### src/design/wbps_pkg.sv
// wbps_pkg: shared types and constants of the wildcard byte pattern search unit
// used by the channel interfaces and by the top level; no dependencies

package wbps_pkg;

  // fixed field widths
  localparam int DATA_W    = 8;
  localparam int OUT_OFF_W = 32;
  localparam int CFG_W     = 64;
  localparam int MASK_W    = 16;
  localparam int LEN_W     = 5;
  localparam int IDX_W     = 2;

  // configuration register indexes
  typedef enum logic [IDX_W-1:0] {
    REG_PAT_LO = 2'd0,
    REG_PAT_HI = 2'd1,
    REG_WILD   = 2'd2,
    REG_PLEN   = 2'd3
  } wbps_reg_t;

endpackage

### src/design/wbps_if.sv
// wbps_if: valid/ready channel interfaces for image bytes and search results
// depends on wbps_pkg for field widths

interface wbps_in_if import wbps_pkg::*; ();
  logic              valid;
  logic              ready;
  logic [DATA_W-1:0] data_byte;
  logic              last_byte;

  modport source (output valid, output data_byte, output last_byte, input ready);
  modport sink   (input valid, input data_byte, input last_byte, output ready);
endinterface

interface wbps_out_if import wbps_pkg::*; ();
  logic                 valid;
  logic                 ready;
  logic                 found;
  logic [OUT_OFF_W-1:0] match_offset;

  modport source (output valid, output found, output match_offset, input ready);
  modport sink   (input valid, input found, input match_offset, output ready);
endinterface

### src/design/wildcard_byte_pattern_search_unit.sv
// an accepted byte is held in the input register, its result (if any) in the
// result register; one byte per cycle unless the output stalls; registers
// around one stage of window shift and parallel masked compare, no internal stalls
// reset (rst_n, synchronous, active low): window, byte count and match flag clear,
// pattern registers clear, pattern length goes to 1; the block is ready at once
// depends on wbps_pkg and the channel interfaces in wbps_if

module wildcard_byte_pattern_search_unit import wbps_pkg::*; #(
  parameter int PATTERN_MAX  = 16,
  parameter int OFFSET_WIDTH = 32
) (
  input  logic                  clk,
  input  logic                  rst_n,
  wbps_in_if.sink               in_ch,
  wbps_out_if.source            out_ch,
  input  logic                  cfg_we,
  input  logic [IDX_W-1:0]      cfg_index,
  input  logic [CFG_W-1:0]      cfg_wdata
);

  localparam int WIN_IDX_W = (PATTERN_MAX > 1) ? $clog2(PATTERN_MAX) : 1;

  // configuration registers
  logic [CFG_W-1:0]  pat_lo_r;
  logic [CFG_W-1:0]  pat_hi_r;
  logic [MASK_W-1:0] wild_r;
  logic [LEN_W-1:0]  plen_r;

  always_ff @(posedge clk) begin
    if (!rst_n) begin
      pat_lo_r <= '0;
      pat_hi_r <= '0;
      wild_r   <= '0;
      plen_r   <= LEN_W'(1);
    end else if (cfg_we) begin
      case (wbps_reg_t'(cfg_index))
        REG_PAT_LO: pat_lo_r <= cfg_wdata;
        REG_PAT_HI: pat_hi_r <= cfg_wdata;
        REG_WILD:   wild_r   <= cfg_wdata[MASK_W-1:0];
        REG_PLEN:   plen_r   <= cfg_wdata[LEN_W-1:0];
        default: ;
      endcase
    end
  end

  logic [2*CFG_W-1:0] pat_all;
  assign pat_all = {pat_hi_r, pat_lo_r};

  // active pattern length, clamped to 1..PATTERN_MAX
  logic [LEN_W-1:0] len;
  logic [LEN_W-1:0] len_m1;
  always_comb begin
    if (plen_r == '0) begin
      len = LEN_W'(1);
    end else if (plen_r > LEN_W'(PATTERN_MAX)) begin
      len = LEN_W'(PATTERN_MAX);
    end else begin
      len = plen_r;
    end
    len_m1 = len - LEN_W'(1);
  end

  // handshake control
  logic              s1_v_r;
  logic [DATA_W-1:0] s1_byte_r;
  logic              s1_last_r;
  logic              out_v_r;
  logic              found_r;
  logic [OUT_OFF_W-1:0] offset_r;
  logic              out_free;
  logic              proc;

  assign out_free     = !out_v_r || out_ch.ready;
  assign proc         = s1_v_r && out_free;
  assign in_ch.ready  = !s1_v_r || proc;

  // input register
  always_ff @(posedge clk) begin
    if (!rst_n) begin
      s1_v_r <= 1'b0;
    end else if (in_ch.ready) begin
      s1_v_r <= in_ch.valid;
    end
  end

  always_ff @(posedge clk) begin
    if (in_ch.valid && in_ch.ready) begin
      s1_byte_r <= in_ch.data_byte;
      s1_last_r <= in_ch.last_byte;
    end
  end

  // image state
  logic [DATA_W-1:0]       window_r [PATTERN_MAX];
  logic [DATA_W-1:0]       win_new  [PATTERN_MAX];
  logic [OFFSET_WIDTH-1:0] seen_r;
  logic                    rep_r;

  // window after shifting in the current byte, entry 0 newest
  assign win_new[0] = s1_byte_r;
  for (genvar i = 1; i < PATTERN_MAX; i++) begin : g_shift
    assign win_new[i] = window_r[i-1];
  end

  // parallel masked compare, pattern byte k against the byte len-1-k back
  logic [PATTERN_MAX-1:0] pos_ok;
  for (genvar k = 0; k < PATTERN_MAX; k++) begin : g_cmp
    logic [LEN_W-1:0] pos_k;
    assign pos_k     = len_m1 - LEN_W'(k);
    assign pos_ok[k] = (LEN_W'(k) >= len) || wild_r[k] ||
                       (win_new[pos_k[WIN_IDX_W-1:0]] == pat_all[DATA_W*k +: DATA_W]);
  end

  // byte count, match test and offset
  logic                    sat;
  logic [OFFSET_WIDTH-1:0] seen_nxt;
  logic                    enough;
  logic                    hit;
  logic                    emit;
  logic [OFFSET_WIDTH-1:0] off_full;
  logic [OUT_OFF_W-1:0]    off_out;

  assign sat      = &seen_r;
  assign seen_nxt = sat ? seen_r : seen_r + OFFSET_WIDTH'(1);
  assign enough   = sat || (seen_r >= OFFSET_WIDTH'(len_m1));
  assign off_full = seen_r - OFFSET_WIDTH'(sat ? len : len_m1);
  assign hit      = !rep_r && enough && (&pos_ok);
  assign emit     = hit || (s1_last_r && !rep_r);

  // offset fitted to the output field
  if (OFFSET_WIDTH > OUT_OFF_W) begin : g_off_sat
    assign off_out = (|off_full[OFFSET_WIDTH-1:OUT_OFF_W]) ? '1 : off_full[OUT_OFF_W-1:0];
  end else begin : g_off_ext
    assign off_out = OUT_OFF_W'(off_full);
  end

  // state update, cleared after the last byte of an image
  always_ff @(posedge clk) begin
    if (!rst_n) begin
      window_r <= '{default: '0};
      seen_r   <= '0;
      rep_r    <= 1'b0;
    end else if (proc) begin
      if (s1_last_r) begin
        window_r <= '{default: '0};
        seen_r   <= '0;
        rep_r    <= 1'b0;
      end else begin
        window_r <= win_new;
        seen_r   <= seen_nxt;
        rep_r    <= rep_r || hit;
      end
    end
  end

  // result register
  always_ff @(posedge clk) begin
    if (!rst_n) begin
      out_v_r <= 1'b0;
    end else if (out_free) begin
      out_v_r <= proc && emit;
    end
  end

  always_ff @(posedge clk) begin
    if (proc && emit) begin
      found_r  <= hit;
      offset_r <= hit ? off_out : '0;
    end
  end

  assign out_ch.valid        = out_v_r;
  assign out_ch.found        = found_r;
  assign out_ch.match_offset = offset_r;

  // a not-found result always carries a zero offset
  a_notfound_zero: assert property (@(posedge clk) disable iff (!rst_n)
    out_v_r && !found_r |-> offset_r == '0)
    else $error("not-found result with nonzero offset");

  // the last byte of an image leaves the image state cleared
  a_last_clears: assert property (@(posedge clk) disable iff (!rst_n)
    proc && s1_last_r |=> seen_r == '0 && !rep_r)
    else $error("image state not cleared after last byte");

  // a reported match marks the image as done unless it ended there
  a_hit_marks: assert property (@(posedge clk) disable iff (!rst_n)
    proc && hit && !s1_last_r |=> rep_r)
    else $error("match not recorded");

  // once a match was reported, no further result for that image
  a_one_result: assert property (@(posedge clk) disable iff (!rst_n)
    proc && rep_r |=> !out_v_r)
    else $error("second result for one image");

endmodule
### src/flat_wrapper.sv
// flat-port wrapper written by rule: the top's interface ports become plain ports
module wildcard_byte_pattern_search_unit_flat import wbps_pkg::*;
#(
  parameter int PATTERN_MAX  = 16,
  parameter int OFFSET_WIDTH = 32
)
  (clk, rst_n, cfg_we, cfg_index, cfg_wdata, in_ch_valid, in_ch_data_byte, in_ch_last_byte, in_ch_ready, out_ch_valid, out_ch_found, out_ch_match_offset, out_ch_ready);
  wbps_in_if in_ch_i ();
  wbps_out_if out_ch_i ();
  input  logic clk;
  input  logic rst_n;
  input  logic cfg_we;
  input  logic [IDX_W-1:0] cfg_index;
  input  logic [CFG_W-1:0] cfg_wdata;
  input wire logic [$bits(in_ch_i.valid)-1:0] in_ch_valid;
  input wire logic [$bits(in_ch_i.data_byte)-1:0] in_ch_data_byte;
  input wire logic [$bits(in_ch_i.last_byte)-1:0] in_ch_last_byte;
  output wire logic [$bits(in_ch_i.ready)-1:0] in_ch_ready;
  output wire logic [$bits(out_ch_i.valid)-1:0] out_ch_valid;
  output wire logic [$bits(out_ch_i.found)-1:0] out_ch_found;
  output wire logic [$bits(out_ch_i.match_offset)-1:0] out_ch_match_offset;
  input wire logic [$bits(out_ch_i.ready)-1:0] out_ch_ready;
  assign in_ch_i.valid = in_ch_valid;
  assign in_ch_i.data_byte = in_ch_data_byte;
  assign in_ch_i.last_byte = in_ch_last_byte;
  assign in_ch_ready = in_ch_i.ready;
  assign out_ch_valid = out_ch_i.valid;
  assign out_ch_found = out_ch_i.found;
  assign out_ch_match_offset = out_ch_i.match_offset;
  assign out_ch_i.ready = out_ch_ready;
  wildcard_byte_pattern_search_unit #(.PATTERN_MAX(PATTERN_MAX), .OFFSET_WIDTH(OFFSET_WIDTH)) u_core (.clk(clk), .rst_n(rst_n), .in_ch(in_ch_i), .out_ch(out_ch_i), .cfg_we(cfg_we), .cfg_index(cfg_index), .cfg_wdata(cfg_wdata));
endmodule
### config.mk
export PLATFORM = sky130hd
export DESIGN_NAME = wildcard_byte_pattern_search_unit_flat
export DESIGN_NICKNAME = d
export VERILOG_FILES = /design/src/design/wbps_pkg.sv /design/src/design/wbps_if.sv /design/src/design/wildcard_byte_pattern_search_unit.sv /design/src/flat_wrapper.sv
export SDC_FILE = /design/constraint.sdc
export NUM_CORES = 1
export LEC_CHECK = 0
export ABC_CLOCK_PERIOD_IN_PS = 6800
export BUFFER_PORTS_ARGS = -buffer_cell sky130_fd_sc_hd__clkbuf_2
export CAP_MARGIN = 20
export CELL_PAD_IN_SITES_DETAIL_PLACEMENT = 1
export CELL_PAD_IN_SITES_GLOBAL_PLACEMENT = 1
export CORE_ASPECT_RATIO = 0.8
export CORE_MARGIN = 4
export CORE_UTILIZATION = 30
export DETAILED_ROUTE_END_ITERATION = 7
export PLACE_DENSITY_LB_ADDON = 0.1
export SETUP_SLACK_MARGIN = 0.3
export SYNTH_ARGS = -nofsm -noshare
export SYNTH_HDL_FRONTEND = slang
export SYNTH_SLANG_ARGS = --single-unit
### constraint.sdc
create_clock -name clk -period 6.8 [get_ports clk]
set_clock_uncertainty 0.15 [all_clocks]
set_input_delay 1.36 -clock clk [delete_from_list [all_inputs] [get_ports clk]]
set_output_delay 1.36 -clock clk [all_outputs]
set_load 0.1 [all_outputs]
Word level (Yosys, flattened, before mapping)
Index checks and enable logic that the tools add are counted.

storage, ports and cells
  bits in read-only memories = 0
  word-level logic and storage cells = 225
  input bits = 80
  bits in latches = 0
  bits in registers = 346
  bits in writable memories = 0
  memories kept = 0

operators by class
  multiplexer cells = 55
  shift-type cells = 0
  add/subtract/negate cells = 18
  order comparisons = 34
  multiply operators = 0
  reduce and logical (&&, ||, !) cells = 55
  div/mod/pow operators = 0
  bitwise gates (word level) = 16
  eq/ne operators = 20

operator list
  cell                                                                                 number
  8-bit binary-select mux with 4-bit select                                            16
  8-bit 2-to-1 mux                                                                     32
  8-bit == test                                                                        16
  128-bit 2-to-1 mux                                                                   1
  5-bit greater-or-equal comparator (second input constant)                            16
  4-bit NOT with 5-bit output                                                          16
  32-bit 2-to-1 mux                                                                    2
  4-bit by 5-bit greater-or-equal comparator with 1-bit output (first input constant)  8
  1-bit logical OR                                                                     37
  32-bit by 1-bit adder with 32-bit output (second input constant)                     1
  32-bit by 5-bit greater-or-equal comparator with 1-bit output                        1
  32-bit AND reduction                                                                 1
  32-bit subtractor                                                                    1
  4-bit subtractor (second input constant)                                             8
  3-bit by 5-bit greater-or-equal comparator with 1-bit output (first input constant)  4
  16-bit AND reduction                                                                 1
  4-bit by 3-bit subtractor with 4-bit output (second input constant)                  4
  5-bit 2-to-1 mux                                                                     3
  1-bit by 5-bit greater-or-equal comparator with 1-bit output (first input constant)  2
  2-bit by 5-bit greater-or-equal comparator with 1-bit output (first input constant)  2
  2-bit AND reduction                                                                  5
  4-bit by 2-bit subtractor with 4-bit output (second input constant)                  2
  1-bit logical AND                                                                    6
  5-bit > comparator (second input constant)                                           1
  9 further kinds                                                                      12

Logic depth before layout (Yosys ltp)
  word-level depth = 15
  mapped depth = 26
  mapped depth without buffers = 19

Worst setup path before layout
Ideal clock, no wire load.

  path kind = register to register
  start = register u_core.plen_r[4]
  end = register u_core.found_r (netlist: u_core.out_ch.found) (enable)
  slack = -0.324 ns
  buffers on the path = 9
  data arrival time = 6.547 ns
  cell stages (with the launch flop) = 22
  library setup time = 0.427 ns
  clock period less this slack = 7.124 ns
  cells stage by stage = dfxtp_1 > buf_6 > nor4_4 > nor2_4 > buf_4 > buf_2 > buf_2 > ha_1 > buf_2 > buf_1 > clkbuf_1 > clkbuf_1 > mux4_2 > mux2_2 > mux2i_1 > xor2_1 > nand4_1 > o21ai_0 > o2111a_1 > nand4_2 > buf_2 > o21ai_1

on the way
  word-level cells in the longest chain between the ends = 15

ends and longest elaborated chain
  what                                                                 RTL line                                  RTL
  from (decl)                                                          wildcard_byte_pattern_search_unit.sv:27   logic [LEN_W-1:0] plen_r;
  from (signal assigned)                                               wildcard_byte_pattern_search_unit.sv:40   REG_PLEN: plen_r <= cfg_wdata[LEN_W-1:0];
  5-bit > comparator                                                   wildcard_byte_pattern_search_unit.sv:55   end else if (plen_r > LEN_W'(PATTERN_MAX)) begin
  5-bit 2-to-1 mux                                                     wildcard_byte_pattern_search_unit.sv:55
  5-bit 2-to-1 mux (*)                                                 wildcard_byte_pattern_search_unit.sv:53   if (plen_r == '0) begin
  5-bit by 1-bit subtractor with 5-bit output                          wildcard_byte_pattern_search_unit.sv:60   len_m1 = len - LEN_W'(1);
  4-bit by 1-bit subtractor with 4-bit output (tied with other cells)  wildcard_byte_pattern_search_unit.sv:109  assign pos_k = len_m1 - LEN_W'(k);
  4-bit NOT with 5-bit output (implied by the code)                    wildcard_byte_pattern_search_unit.sv:111  (win_new[pos_k[WIN_IDX_W-1:0]] == pat_all[DATA_W*k +: DATA_W]);
  8-bit binary-select mux with 4-bit select                            wildcard_byte_pattern_search_unit.sv:111
  8-bit 2-to-1 mux (implied by the code) (2 in a row)                  wildcard_byte_pattern_search_unit.sv:111
  8-bit == test                                                        wildcard_byte_pattern_search_unit.sv:111
  1-bit logical OR                                                     wildcard_byte_pattern_search_unit.sv:110  assign pos_ok[k] = (LEN_W'(k) >= len) || wild_r[k] ||
  16-bit AND reduction                                                 wildcard_byte_pattern_search_unit.sv:127  assign hit = !rep_r && enough && (&pos_ok);
  1-bit logical AND (*)                                                wildcard_byte_pattern_search_unit.sv:127
  1-bit logical OR (*)                                                 wildcard_byte_pattern_search_unit.sv:128  assign emit = hit || (s1_last_r && !rep_r);
  1-bit logical AND (*)                                                wildcard_byte_pattern_search_unit.sv:166  if (proc && emit) begin
  to (signal assigned)                                                 wildcard_byte_pattern_search_unit.sv:167  found_r <= hit;
  to (decl)                                                            wildcard_byte_pattern_search_unit.sv:68   logic found_r;

Mark *: on every way between the ends. The rest lies on a longest branch, timed or not. The select of a mux whose other input is x is not followed.
A chain may end at the register's enable or synchronous reset.

Worst setup path after layout
  start = register u_core.plen_r[4]
  end = register u_core.offset_r[3] (netlist: u_core.out_ch.match_offset[3]) (enable)

on the way
  word-level cells in the longest chain between the ends = 15

ends and longest elaborated chain
  what                                                                 RTL line                                  RTL
  5-bit > comparator                                                   wildcard_byte_pattern_search_unit.sv:55
  5-bit 2-to-1 mux                                                     wildcard_byte_pattern_search_unit.sv:55
  5-bit 2-to-1 mux (*)                                                 wildcard_byte_pattern_search_unit.sv:53
  5-bit by 1-bit subtractor with 5-bit output                          wildcard_byte_pattern_search_unit.sv:60
  4-bit by 1-bit subtractor with 4-bit output (tied with other cells)  wildcard_byte_pattern_search_unit.sv:109
  4-bit NOT with 5-bit output (implied by the code)                    wildcard_byte_pattern_search_unit.sv:111
  8-bit binary-select mux with 4-bit select                            wildcard_byte_pattern_search_unit.sv:111
  8-bit 2-to-1 mux (implied by the code) (2 in a row)                  wildcard_byte_pattern_search_unit.sv:111
  8-bit == test                                                        wildcard_byte_pattern_search_unit.sv:111
  1-bit logical OR                                                     wildcard_byte_pattern_search_unit.sv:110
  16-bit AND reduction                                                 wildcard_byte_pattern_search_unit.sv:127
  1-bit logical AND (*)                                                wildcard_byte_pattern_search_unit.sv:127
  1-bit logical OR (*)                                                 wildcard_byte_pattern_search_unit.sv:128
  1-bit logical AND (*)                                                wildcard_byte_pattern_search_unit.sv:166
  to (signal assigned)                                                 wildcard_byte_pattern_search_unit.sv:168  offset_r <= hit ? off_out : '0;
  to (decl)                                                            wildcard_byte_pattern_search_unit.sv:69   logic [OUT_OFF_W-1:0] offset_r;

Marked as above.

==> impl_metrics.py <==
metrics = {
    "outcome": {
        "status": "complete, no violations",
    },
    "synthesis": {
        "yosys_warnings": 0,
        "yosysUniqueCellTypes": 80,
        "synth_area_per_cell_um2": 8.75,
        "synth-compound-area-share_pct": 13.8,
        "syn_inst": 2547,
        "synth_xor_area_share_pct": 7.46,
        "synth-edff-count": 42,
        "synthAdderAreaFrac_pct": 0.865,
        "synth_seq_area_share_pct": 33.0,
        "ys_ff_latch": 346,
        "async_flop_share_pct": 0,
        "synth_top_area_cell": "dfxtp_1",
        "synthTopCellsByArea": "dfxtp_1, mux2i_1, nand2_1",
        "synth.cell_area_um2": 22300,
        "syn_nets": 2641,
        "synth_top_family_by_area": "multiplexers",
        "synth-simple-area-share_pct": 17.8,
        "synth_mux_area_share_pct": 23.1,
        "synthFlopType": "dfxtp_1",
        "yosys.area.top_type_share_pct": 27.3,
    },
    "sta": {
        "hold_viol_final": 0,
        "fmax_ghz": 0.160,
        "period_minus_slack_ns": 6.27,
        "worst_slew_pin_slew_ns": 1.06,
        "setup_viol": 0,
        "max-slew-margin-rel_pct": 29.6,
        "slew_viol_final": 0,
        "finalSetupTns_ns": 0,
        "grt_setup_unrepaired": "true",
        "fin_crit_sh_pct": 92.1,
    },
    "power": {
        "swShare_pct": 30.4,
        "clkPwrFrac_pct": 42.4,
        "p_leak_nw": 9.39,
        "seq_power_share_pct": 40.5,
        "p_switching_mw": 1.63,
        "p_comb_share_pct": 17.1,
        "powerDensity_nw_per_um2": 211,
        "power.internal_mw": 3.72,
        "ir_worst_vdd_v": 0.000154,
    },
    "detailed_routing": {
        "wl_met2_mm": 41.2,
        "dr.pass1.iters": 5,
        "avgRoutedWirePerCell_um": 25.6,
        "drt-total-wl_mm": 92.5,
        "vias": 19600,
        "wl_met1_mm": 44.9,
        "drt_iter0_drc": 1566,
        "wl_met3_mm": 4.52,
        "drtAntennaViolNets": 0,
        "vias_per_cell": 5.42,
        "drc_errors": 0,
        "routed.top_layer": "met4",
    },
    "worst_setup_path": {
        "cp_max_fo": 36,
        "crit_buf_inv": 2,
        "reg2reg_depth": 15,
        "crit_arrival_ns": 6.35,
        "cp.required_ns": 6.88,
        "path_class": "reg2reg",
        "cp_slowest_cell": "xnor2_1",
        "cp_top_family": "simple AND/OR/NAND/NOR gates",
        "critPathCaptureType": "flip-flop",
        "crit_cells": 15,
        "start_kind": "flip-flop",
        "cpMostUsedCell": "buf_4",
        "worst_path_largest_cell_delay_ns": 0.69,
        "worstPathCellList": "nor2b_1, nor2_4, ha_1, xnor2_4, buf_4, nor2_1, xnor2_1, mux4_2, xor2_1, nor4_1, a221oi_1, a2111oi_4, nand3_1, o21ai_4, buf_4",
    },
    "final_layout": {
        "final_common_cell": "nand2_1",
        "nets": 2673,
        "area_growth_pct": 13.7,
        "diodes": 0,
        "drive_gt1_share_pct": 15.5,
        "final_cell_mix": "nand2_1, dfxtp_1, mux2i_1",
        "stdcell_area_um2": 25300,
    },
    "cts": {
        "clock-sinks": 346,
        "cts_tree": "done",
        "post_cts_buffers": 0,
        "cts_buffers": 42,
        "clk_path_buf_depth": 3,
        "clockRootBuffer": "clkbuf_16",
        "htree_levels": 2,
        "clock_latency_ns": 0.60,
        "path_clk_slew_ns": 0.07,
    },
    "grt": {
        "grt_usage_pct": 23.0,
        "grt_max_degree": 102,
        "grt_pass1_vias": 19600,
        "grt.overflow.total": 0,
        "antenna_found_initial": 0,
        "grt_pass1_wl_mm": 137,
    },
    "floorplanning": {
        "start_util_pct": 30.2,
        "die_width_um": 313,
        "die_h_um": 252,
        "io_pins": 115,
        "fp-row-count": 89,
        "dieArea_um2": 78700,
        "core-area_um2": 73700,
    },
    "placement": {
        "dpl.hpwl_mm": 70.2,
        "gp_congestion": 0.946,
        "placed_area_um2": 23900,
        "portBuffers": 114,
    },
    "hold_path": {
        "hold_class": "reg2reg",
        "min_path_cells": 2,
    },
    "job": {
        "drv_cap": 0,
    },
}
[metrics by stage]
stage | worst slack, ns | hold slack [ns] | util [%] | total power, mW | std cells
global route | 0.280 | 0.355 | 34.3 | 5.57 | 3613
floorplan | 0.548 | 0.289 | - | 2.80 | 2547
CTS | 0.521 | 0.337 | 34.3 | 5.42 | 3612
finish | 0.534 | 0.332 | 34.3 | 5.35 | 3613
detailed placement | 0.523 | 0.328 | 32.4 | 3.11 | 3535
global placement | 0.589 | 0.320 | 32.4 | 3.11 | 3534
[per-layer routing]
layer | vias to the layer above | track usage (%)
li1 | 9087 | -
met1 | 9931 | 33.6
met2 | 473 | 36.1
met3 | 90 | 3.48
met4 | 0 | 4.74
met5 | - | 0
[synthesized netlist by cell type (6+ instances only)]
cell and instances:
a211oi_1 29, clkbuf_1 138, or4_1 6, and3_1 13, buf_4 7, buf_1 21, nor2b_1 19, or2_2 10
nor4_1 27, xnor2_1 81, mux2_2 41, nand3_1 30, edfxtp_1 42, a22oi_1 11, o22ai_1 6, nor3_1 51
nand2_1 615, buf_2 21, mux2i_1 280, ha_1 13, o21a_1 10, inv_1 14, nand4_1 19, xor2_1 100
nand2b_1 7, or3_1 10, mux4_2 84, a21oi_1 172, a221oi_1 6, nor2_1 83, a21boi_0 145, o21ai_0 35
dfxtp_1 304, o211ai_1 8
[repair_timing]
item / 4_1_cts / 5_1_grt
gates resized for setup: 0 / 5
hold buffers: 0 / 0
endpoints found under the setup margin: 0 / 41
[sequential cells by signal, summed over array words and instances, names as in the netlist, 5 cells and up]
signal	count
u_core.out_ch.match_offset	32
u_core.pat_hi_r	64
u_core.pat_lo_r	64
u_core.plen_r	5
u_core.s1_byte_r	8
u_core.seen_r	32
u_core.wild_r	16
u_core.win_new	120
[layout make-up]
type                            count  area [um2]
Clock buffer                       58        1150
Fill cell                        8578       48400
Clock inverter                     19         188
Inverter                           17        67.6
Tap cell                         1001        1250
Sequential cell                   346        7350
Timing Repair Buffer              181        1110
Multi-Input combinational cell   1991       14200
[power groups by stage]
stage | Combinational (mW) | Clock (mW) | Sequential [mW]
2_1_floorplan | 0.539 | 0 | 2.26
3_3_place_gp | 0.898 | 0 | 2.21
3_5_place_dp | 0.904 | 0 | 2.21
6_report | 0.912 | 2.27 | 2.17
4_1_cts | 0.907 | 2.35 | 2.17
5_1_grt | 0.976 | 2.42 | 2.17
[kinds of logic (layout without fill, tap and decap cells)]
family                     after synthesis  after routing
adders and majority gates               15             15
buffers and inverters                  210            275
muxes                                  405            405
xor gates and xnor gates               185            185
DFF                                    346            346
AOI/OAI and AO/OA                      468            468
and+or+nand+nor                        918            918
[worst reg2reg max path, delay by kind of cell, from the launching register on]
kind	cells	cell delay, ns
buf+inv	2	0.93
compound gates	3	0.98
mux	1	0.42
fa+ha+maj	1	0.49
flops	1	0.62
xor+xnor	3	1.03
simple gates	5	1.22
[worst paths after layout]
check                                                 startpoint                                     endpoint  slack, ns
worst min-delay path            u_core.pat_hi_r[20]$_SDFFE_PN0P_             u_core.pat_hi_r[20]$_SDFFE_PN0P_       0.33
worst min register to register  u_core.pat_hi_r[20]$_SDFFE_PN0P_             u_core.pat_hi_r[20]$_SDFFE_PN0P_       0.33
worst max register to register     u_core.plen_r[4]$_SDFFE_PN0P_  u_core.out_ch.match_offset[3]$_SDFFCE_PN0P_       0.53
worst max-delay path               u_core.plen_r[4]$_SDFFE_PN0P_  u_core.out_ch.match_offset[3]$_SDFFCE_PN0P_       0.53
Power figures use the tool's default switching activity.
